===== src/design/crc_pkg.sv =====
`default_nettype none

package crc_pkg;

    // widths of the fixed fields
    localparam int unsigned DATA_W  = 32;
    localparam int unsigned CRC_W   = 32;
    localparam int unsigned COUNT_W = 6;
    localparam int unsigned ORDER_W = 6;
    localparam int unsigned CFG_IDX_W = 3;

    // most data bits consumed from one beat
    localparam logic [COUNT_W-1:0] MAX_DATA_WIDTH = COUNT_W'(32);

    // configuration register indexes
    localparam logic [CFG_IDX_W-1:0] CFG_CRC_ORDER      = CFG_IDX_W'(0);
    localparam logic [CFG_IDX_W-1:0] CFG_POLYNOMIAL     = CFG_IDX_W'(1);
    localparam logic [CFG_IDX_W-1:0] CFG_INITIAL_VALUE  = CFG_IDX_W'(2);
    localparam logic [CFG_IDX_W-1:0] CFG_FINAL_XOR      = CFG_IDX_W'(3);
    localparam logic [CFG_IDX_W-1:0] CFG_REVERSE_RESULT = CFG_IDX_W'(4);

    // configuration reset values
    localparam logic [ORDER_W-1:0] RST_CRC_ORDER     = ORDER_W'(8);
    localparam logic [CRC_W-1:0]   RST_POLYNOMIAL    = CRC_W'(32'h8c);
    localparam logic [CRC_W-1:0]   RST_INITIAL_VALUE = '0;
    localparam logic [CRC_W-1:0]   RST_FINAL_XOR     = '0;

    // controller states
    typedef enum logic [1:0] {
        ST_IDLE,
        ST_SHIFT,
        ST_DONE
    } crc_state_t;

    // commands from controller to datapath
    typedef struct packed {
        logic load;
        logic shift;
        logic emit;
    } crc_cmd_t;

endpackage

`default_nettype wire


===== src/design/configurable_reflected_crc.sv =====
`default_nettype none

// channel   direction  handshake                payload
// in        sink       in_valid / in_stall      data_bits, bit_count, first_item, last_item
// out       source     out_valid / out_stall    crc_value
// cfg       sink       cfg_valid / cfg_ready    cfg_index, cfg_data
//
// an input beat is loaded, then shifted through the single-bit lfsr step once per data bit
// (bit_count clamped to 32), then finished; in_stall stays high until the beat is finished
// the result register holds one finished crc; a new input beat is taken while it waits
// a closing beat waits in the finish cycle while the result register is full and stalled
// async active-low reset restores the register defaults and clears the crc state
// cfg_ready is always high; configuration is applied on the accepting edge

module configurable_reflected_crc
    import crc_pkg::*;
(
    input  wire logic                 clk,
    input  wire logic                 rst_n,
    input  wire logic                 in_valid,
    output logic                      in_stall,
    input  wire logic [DATA_W-1:0]    data_bits,
    input  wire logic [COUNT_W-1:0]   bit_count,
    input  wire logic                 first_item,
    input  wire logic                 last_item,
    output logic                      out_valid,
    input  wire logic                 out_stall,
    output logic [CRC_W-1:0]          crc_value,
    input  wire logic                 cfg_valid,
    output logic                      cfg_ready,
    input  wire logic [CFG_IDX_W-1:0] cfg_index,
    input  wire logic [CRC_W-1:0]     cfg_data
);

    crc_cmd_t cmd;

    assign cfg_ready = 1'b1;

    // sequencing of load, shift and finish
    crc_ctrl u_ctrl (
        .clk       (clk),
        .rst_n     (rst_n),
        .in_valid  (in_valid),
        .in_stall  (in_stall),
        .bit_count (bit_count),
        .last_item (last_item),
        .out_valid (out_valid),
        .out_stall (out_stall),
        .cmd       (cmd)
    );

    // crc state, configuration and result
    crc_dp u_dp (
        .clk        (clk),
        .rst_n      (rst_n),
        .cfg_we     (cfg_valid && cfg_ready),
        .cfg_index  (cfg_index),
        .cfg_data   (cfg_data),
        .data_bits  (data_bits),
        .first_item (first_item),
        .cmd        (cmd),
        .crc_value  (crc_value)
    );

endmodule

`default_nettype wire


===== src/design/crc_dp.sv =====
`default_nettype none

module crc_dp
    import crc_pkg::*;
(
    input  wire logic                 clk,
    input  wire logic                 rst_n,
    input  wire logic                 cfg_we,
    input  wire logic [CFG_IDX_W-1:0] cfg_index,
    input  wire logic [CRC_W-1:0]     cfg_data,
    input  wire logic [DATA_W-1:0]    data_bits,
    input  wire logic                 first_item,
    input  wire crc_cmd_t             cmd,
    output logic [CRC_W-1:0]          crc_value
);

    logic [ORDER_W-1:0] crc_order_reg;
    logic [CRC_W-1:0]   polynomial_reg;
    logic [CRC_W-1:0]   initial_value_reg;
    logic [CRC_W-1:0]   final_xor_reg;
    logic               reverse_result_reg;

    logic [CRC_W-1:0]   crc_reg;
    logic [CRC_W-1:0]   crc_next;
    logic [DATA_W-1:0]  data_reg;
    logic [DATA_W-1:0]  data_next;
    logic [CRC_W-1:0]   result_reg;

    logic [ORDER_W-1:0] eff_order;
    logic [CRC_W-1:0]   mask;
    logic [CRC_W-1:0]   masked;
    logic [CRC_W-1:0]   mirrored;
    logic [4:0]         mirror_shift;
    logic [CRC_W-1:0]   result_next;
    logic               feedback;

    // configuration registers
    always_ff @(posedge clk or negedge rst_n)
    begin
        if (!rst_n)
        begin
            crc_order_reg      <= RST_CRC_ORDER;
            polynomial_reg     <= RST_POLYNOMIAL;
            initial_value_reg  <= RST_INITIAL_VALUE;
            final_xor_reg      <= RST_FINAL_XOR;
            reverse_result_reg <= 1'b0;
        end
        else if (cfg_we)
        begin
            case (cfg_index)
                CFG_CRC_ORDER:      crc_order_reg      <= cfg_data[ORDER_W-1:0];
                CFG_POLYNOMIAL:     polynomial_reg     <= cfg_data;
                CFG_INITIAL_VALUE:  initial_value_reg  <= cfg_data;
                CFG_FINAL_XOR:      final_xor_reg      <= cfg_data;
                CFG_REVERSE_RESULT: reverse_result_reg <= cfg_data[0];
                default:            ;
            endcase
        end
    end

    // order clamped to 1..32 and its mask
    always_comb
    begin
        if (crc_order_reg == '0)
            eff_order = ORDER_W'(1);
        else if (crc_order_reg > ORDER_W'(CRC_W))
            eff_order = ORDER_W'(CRC_W);
        else
            eff_order = crc_order_reg;

        if (eff_order == ORDER_W'(CRC_W))
            mask = '1;
        else
            mask = (CRC_W'(1) << eff_order[4:0]) - CRC_W'(1);
    end

    // load of a new beat, or one lfsr step, lsb first
    always_comb
    begin
        feedback  = crc_reg[0] ^ data_reg[0];
        crc_next  = crc_reg;
        data_next = data_reg;
        if (cmd.load)
        begin
            data_next = data_bits;
            if (first_item)
                crc_next = initial_value_reg & mask;
        end
        else if (cmd.shift)
        begin
            data_next = data_reg >> 1;
            crc_next  = (crc_reg >> 1) ^ (feedback ? polynomial_reg : '0);
        end
    end

    // finished value, low order bits mirrored on request
    always_comb
    begin
        masked = (crc_reg ^ final_xor_reg) & mask;
        for (int i = 0; i < CRC_W; i++)
            mirrored[i] = masked[CRC_W-1-i];
        mirror_shift = 5'(ORDER_W'(CRC_W) - eff_order);
        result_next  = reverse_result_reg ? (mirrored >> mirror_shift) : masked;
    end

    // crc state, reset to the masked reset initial value
    always_ff @(posedge clk or negedge rst_n)
    begin
        if (!rst_n)
            crc_reg <= RST_INITIAL_VALUE & ((CRC_W'(1) << RST_CRC_ORDER) - CRC_W'(1));
        else
            crc_reg <= crc_next;
    end

    // data shifter and result register
    always_ff @(posedge clk)
    begin
        data_reg <= data_next;
        if (cmd.emit)
            result_reg <= result_next;
    end

    assign crc_value = result_reg;

endmodule

`default_nettype wire


===== src/design/crc_ctrl.sv =====
`default_nettype none

module crc_ctrl
    import crc_pkg::*;
(
    input  wire logic               clk,
    input  wire logic               rst_n,
    input  wire logic               in_valid,
    output logic                    in_stall,
    input  wire logic [COUNT_W-1:0] bit_count,
    input  wire logic               last_item,
    output logic                    out_valid,
    input  wire logic               out_stall,
    output crc_cmd_t                cmd
);

    crc_state_t         state_reg;
    crc_state_t         state_next;
    logic [COUNT_W-1:0] count_reg;
    logic [COUNT_W-1:0] count_next;
    logic               last_reg;
    logic               last_next;
    logic               out_valid_reg;
    logic               out_valid_next;
    logic [COUNT_W-1:0] count_clamped;
    logic               slot_free;

    assign count_clamped = (bit_count > MAX_DATA_WIDTH) ? MAX_DATA_WIDTH : bit_count;
    assign slot_free     = !out_valid_reg || !out_stall;

    // state and counters
    always_ff @(posedge clk or negedge rst_n)
    begin
        if (!rst_n)
        begin
            state_reg     <= ST_IDLE;
            count_reg     <= '0;
            last_reg      <= 1'b0;
            out_valid_reg <= 1'b0;
        end
        else
        begin
            state_reg     <= state_next;
            count_reg     <= count_next;
            last_reg      <= last_next;
            out_valid_reg <= out_valid_next;
        end
    end

    // next state and commands
    always_comb
    begin
        state_next     = state_reg;
        count_next     = count_reg;
        last_next      = last_reg;
        cmd            = '0;
        in_stall       = 1'b1;
        out_valid_next = out_valid_reg && out_stall;
        case (state_reg)
            ST_IDLE:
            begin
                in_stall = 1'b0;
                if (in_valid)
                begin
                    cmd.load   = 1'b1;
                    count_next = count_clamped;
                    last_next  = last_item;
                    state_next = (count_clamped == '0) ? ST_DONE : ST_SHIFT;
                end
            end
            ST_SHIFT:
            begin
                cmd.shift  = 1'b1;
                count_next = count_reg - COUNT_W'(1);
                if (count_reg == COUNT_W'(1))
                    state_next = ST_DONE;
            end
            ST_DONE:
            begin
                if (!last_reg)
                    state_next = ST_IDLE;
                else if (slot_free)
                begin
                    cmd.emit       = 1'b1;
                    out_valid_next = 1'b1;
                    state_next     = ST_IDLE;
                end
            end
            default:
            begin
                state_next = ST_IDLE;
            end
        endcase
    end

    assign out_valid = out_valid_reg;

    // checks
    a_shift_ends: assert property (@(posedge clk) disable iff (!rst_n)
        (state_reg == ST_SHIFT && count_reg == COUNT_W'(1)) |=> state_reg == ST_DONE)
        else $error("shift did not end after last bit");

    a_shift_nonzero: assert property (@(posedge clk) disable iff (!rst_n)
        state_reg == ST_SHIFT |-> count_reg != '0)
        else $error("shifting with no bits left");

    a_empty_item: assert property (@(posedge clk) disable iff (!rst_n)
        (in_valid && !in_stall && bit_count == '0) |=> state_reg == ST_DONE)
        else $error("empty item did not go straight to done");

    a_emit_shows: assert property (@(posedge clk) disable iff (!rst_n)
        cmd.emit |=> out_valid_reg)
        else $error("emitted result not presented");

    a_emit_last: assert property (@(posedge clk) disable iff (!rst_n)
        (state_reg == ST_DONE && !last_reg) |=> !$rose(out_valid_reg))
        else $error("result from an item that does not close a message");

endmodule

`default_nettype wire

===== config.mk =====
export PLATFORM = sky130hd
export DESIGN_NAME = configurable_reflected_crc
export DESIGN_NICKNAME = d
export VERILOG_FILES = /design/src/design/crc_pkg.sv /design/src/design/configurable_reflected_crc.sv /design/src/design/crc_dp.sv /design/src/design/crc_ctrl.sv
export SDC_FILE = /design/constraint.sdc
export NUM_CORES = 1
export LEC_CHECK = 0
export BUFFER_PORTS_ARGS = -buffer_cell sky130_fd_sc_hd__clkbuf_2
export CAP_MARGIN = 30
export CORE_UTILIZATION = 60
export DETAILED_ROUTE_END_ITERATION = 8
export PLACE_DENSITY = 0.8
export SYNTH_ARGS = -nofsm -noshare
export SYNTH_HDL_FRONTEND = slang
export SYNTH_HIERARCHICAL = 1
export SYNTH_SLANG_ARGS = --single-unit

===== constraint.sdc =====
create_clock -name clk -period 6.3 [get_ports clk]
set_input_delay 1.26 -clock clk [delete_from_list [all_inputs] [get_ports clk]]
set_output_delay 1.26 -clock clk [all_outputs]
set_load 0.005 [all_outputs]

==> impl_metrics.csv <==
group,metric,value,unit
detailed_routing,num_vias,11788,
worst_setup_path,critPathRequiredTime,6.57,ns
synthesis,synth_xor_area_share,5.093,%
finish,antenna_cells,0,
clock_network,clk_pin_slew,0.06,ns
sta,slew_headroom,26.44,%
floorplanning,start_util,62.01,%
finish,fin_cells,1705,
clock_network,cts_tree,"built",
sta,hold_violations,0,
global_routing,groute.usage.overall,40.42,%
detailed_routing,vias_per_cell,6.914,
worst_setup_path,cp-end-kind,"register",
floorplanning,num_rows,53,
sta,max_freq,188.8,MHz
clock_network,cts_sinks,209,
clock_network,post_cts_resized,0,
sta,setup_viol,0,
synthesis,netlist_instances,1337,
detailed_routing,wl_per_cell,26.17,µm
synthesis,syn_area_per_cell,9.904,µm²
detailed_routing,drc,0,
clock_network,post_cts_buffers,0,
global_routing,grt_pass1_vias,11407,
finish,fin_util,69.18,%
floorplanning,core,21350,µm²
worst_setup_path,crit_type,"reg -> reg",
placement,gp_congestion,1.058,
placement,numPortBuffers,113,
synthesis,async_flop_share,69.38,%
detailed_routing,drt_wl_total,44620,µm
synthesis,synth_simple_gate_area_share,16.18,%
sta,holdWs,0.4995,ns
finish,area_delta_synth_final,11.56,%
clock_network,cts_buffer_depth,3,
clock_network,cts_made_buffers,23,
synthesis,synth_top_family_by_area,"compound AO/OA/AOI/OAI gates",
sta,skew,0.01744,ns
synthesis,ys_ff_latch,209,
clock_network,clk_latency,0.54,ns
global_routing,grt_overflow,0,
synthesis,ys.flop_type,"dfrtp_1",
worst_setup_path,critPathMaxFanout,35,
synthesis,yosys_warnings,6,
placement,numPlacedInstances,1662,
synthesis,syn_area,13240,µm²
pwr,vdd_drop_max,334.9,µV
detailed_routing,detailedRoute.firstPassIterationCount,6,
floorplanning,die_w,150.6,µm
sta,setup_slack,1.003,ns
floorplanning,die-area,22670,µm²
clock_network,htree_levels,1,
sta,fin_crit_sh,84.08,%
synthesis,synthDistinctLibCells,102,
synthesis,yosysSeqAreaShare,41.95,%
finish,fin_nets,1502,
finish,drive_gt1_share,25.59,%
hold_path,hp-class,"reg -> reg",
synthesis,synth_nets,1426,
global_routing,antenna_found_initial,0,
sta,min_period,5.297,ns
flow_run,cap_violations,0,
synthesis,synth_compound_area_share,18.34,%
floorplanning,pin_count,115,
synthesis,synth_edf_count,64,
synthesis,synthAdderAreaFrac,0.8504,%
placement,dpl.hpwl,32200,µm
worst_setup_path,cp_data_arrival_time,5.57,ns
worst_setup_path,cp-start-kind,"register",
detailed_routing,drt_first_iter_violations,1346,
sta,setup_tns,0,ns
clock_network,clockRootBuffer,"clkbuf_16",
synthesis,muxShareOfSynthArea,13.96,%
pwr,p_leak,0.006038,µW
global_routing,grt_max_degree,104,
run_status,status,"finished, final reports clean",
sta,rsz0062_at_grt,"no",
detailed_routing,ant_nets,0,
sta,tightest_slew,1.076,ns
global_routing,grt_pass1_wl,68390,µm
pwr,p_per_area,534.0,nW/µm²
floorplanning,die_h,150.6,µm
placement,dp_slack,1.181,ns
clock_network,postCtsHoldBufs,0,
sta,drv_slew,0,
per-layer routing:
layer	up-vias	wire length (µm)	GRT usage [%]
met5	-	0	0
met4	0	2125	18.43
met3	135	4631	8.394
met2	746	20290	63.66
met1	5758	17580	53.47
li1	5149	-	-
cells in the mapped netlist (17+ instances only):
cell type,n,area share (%)
nand2_1,145,4.1
mux2_2,143,12
dfrtp_1,141,27
nor2_1,100,2.8
clkbuf_1,66,1.9
edfxtp_1,64,15
a21oi_1,53,2.0
xor2_1,52,3.4
o21ai_0,47,1.8
nor3_1,36,1.4
a31oi_1,35,1.7
nand3_1,31,1.2
xnor2_1,25,1.7
o211ai_1,21,1.2
mux2i_1,17,1.3
cell usage in the layout, fill, tap and decap left out, types with 8 or more instances in the layout:
| cell | netlist | final |
|---|---|---|
| nor2b_1 | 9 | 9 |
| a21oi_1 | 53 | 52 |
| a211oi_1 | 8 | 8 |
| nand3_1 | 31 | 31 |
| o21a_1 | 13 | 13 |
| xnor2_1 | 25 | 25 |
| mux2_2 | 143 | 143 |
| nand4_1 | 12 | 12 |
| o32ai_1 | 8 | 8 |
| o22ai_1 | 15 | 15 |
| nor2_1 | 100 | 100 |
| edfxtp_1 | 64 | 64 |
| o211ai_1 | 21 | 21 |
| dfrtp_1 | 141 | 141 |
| clkbuf_1 | 66 | 11 |
| a31oi_1 | 35 | 35 |
| or2_2 | 8 | 8 |
| a211o_1 | 12 | 12 |
| buf_4 | 3 | 30 |
| mux2i_1 | 17 | 17 |
| o31ai_1 | 14 | 14 |
| o221ai_1 | 11 | 11 |
| inv_1 | 16 | 16 |
| xor2_1 | 52 | 51 |
| or3_1 | 9 | 9 |
| and2_1 | 14 | 14 |
| clkbuf_2 | 0 | 112 |
| clkbuf_16 | 0 | 23 |
| nand2_1 | 145 | 145 |
| o21ai_0 | 47 | 47 |
| ha_1 | 9 | 8 |
| nor3_1 | 36 | 36 |
through the flow:
stage                     power (µW)  instance area, µm²
after detailed placement        6391               14050
after global placement          6338               14050
after floorplan                 5035               13240
final                           7888               14770
after global routing            8228               14770
after CTS                       7725               14760
power breakdown:
group | switching (µW) | internal, µW
clock network | 561 | 739
logic | 2790 | 1560
registers | 328 | 1910
final timing paths:
check                                             startpoint                                   to  slack, ns  cells past startpoint
min                              u_ctrl/last_reg$_DFFE_PN0P_          u_ctrl/last_reg$_DFFE_PN0P_       0.50                      2
max                        u_dp/crc_order_reg[3]$_DFFE_PN1P_          u_dp/crc_value[1]$_DFFE_PP_       1.00                     13
min in group asynchronous                              rst_n      u_ctrl/count_reg[1]$_DFFE_PN0P_       0.79                      1
min reg2reg                      u_ctrl/last_reg$_DFFE_PN0P_          u_ctrl/last_reg$_DFFE_PN0P_       0.50                      2
max reg2reg                u_dp/crc_order_reg[3]$_DFFE_PN1P_          u_dp/crc_value[1]$_DFFE_PP_       1.00                     13
max in group asynchronous                              rst_n  u_dp/polynomial_reg[15]$_DFFE_PN0P_       4.27                      2
final cells by class:
class | instances | area (µm²)
fill | 1648 | 6581
sequential | 209 | 5555
inverter | 18 | 80.08
tap | 275 | 344.1
timing repair buffer | 145 | 809.5
clock buffer | 35 | 630.6
multi-input combinational | 1016 | 7272
clock inverter | 7 | 80.08
critical path, stage by stage (launching register included):
cell,delay [ns]
dfstp_2,0.90
nor4_1,0.11
o21bai_2,0.22
inv_1,0.11
ha_1,0.42
or2_1,0.45
o311ai_4,0.42
o2111ai_4,0.33
nor4_4,0.49
mux2i_1,0.49
a2bb2oi_1,0.47
o22ai_1,0.19
a211oi_1,0.31
nand3_1,0.11
logic make-up after synthesis:
family	after synthesis
and+or+nand+nor	429
AOI/OAI and AO/OA	337
DFF	209
muxes	163
buffers and inverters	112
xor gates and xnor gates	77
adders and majority gates	9
other	1
Power figures use the tool's default switching activity.
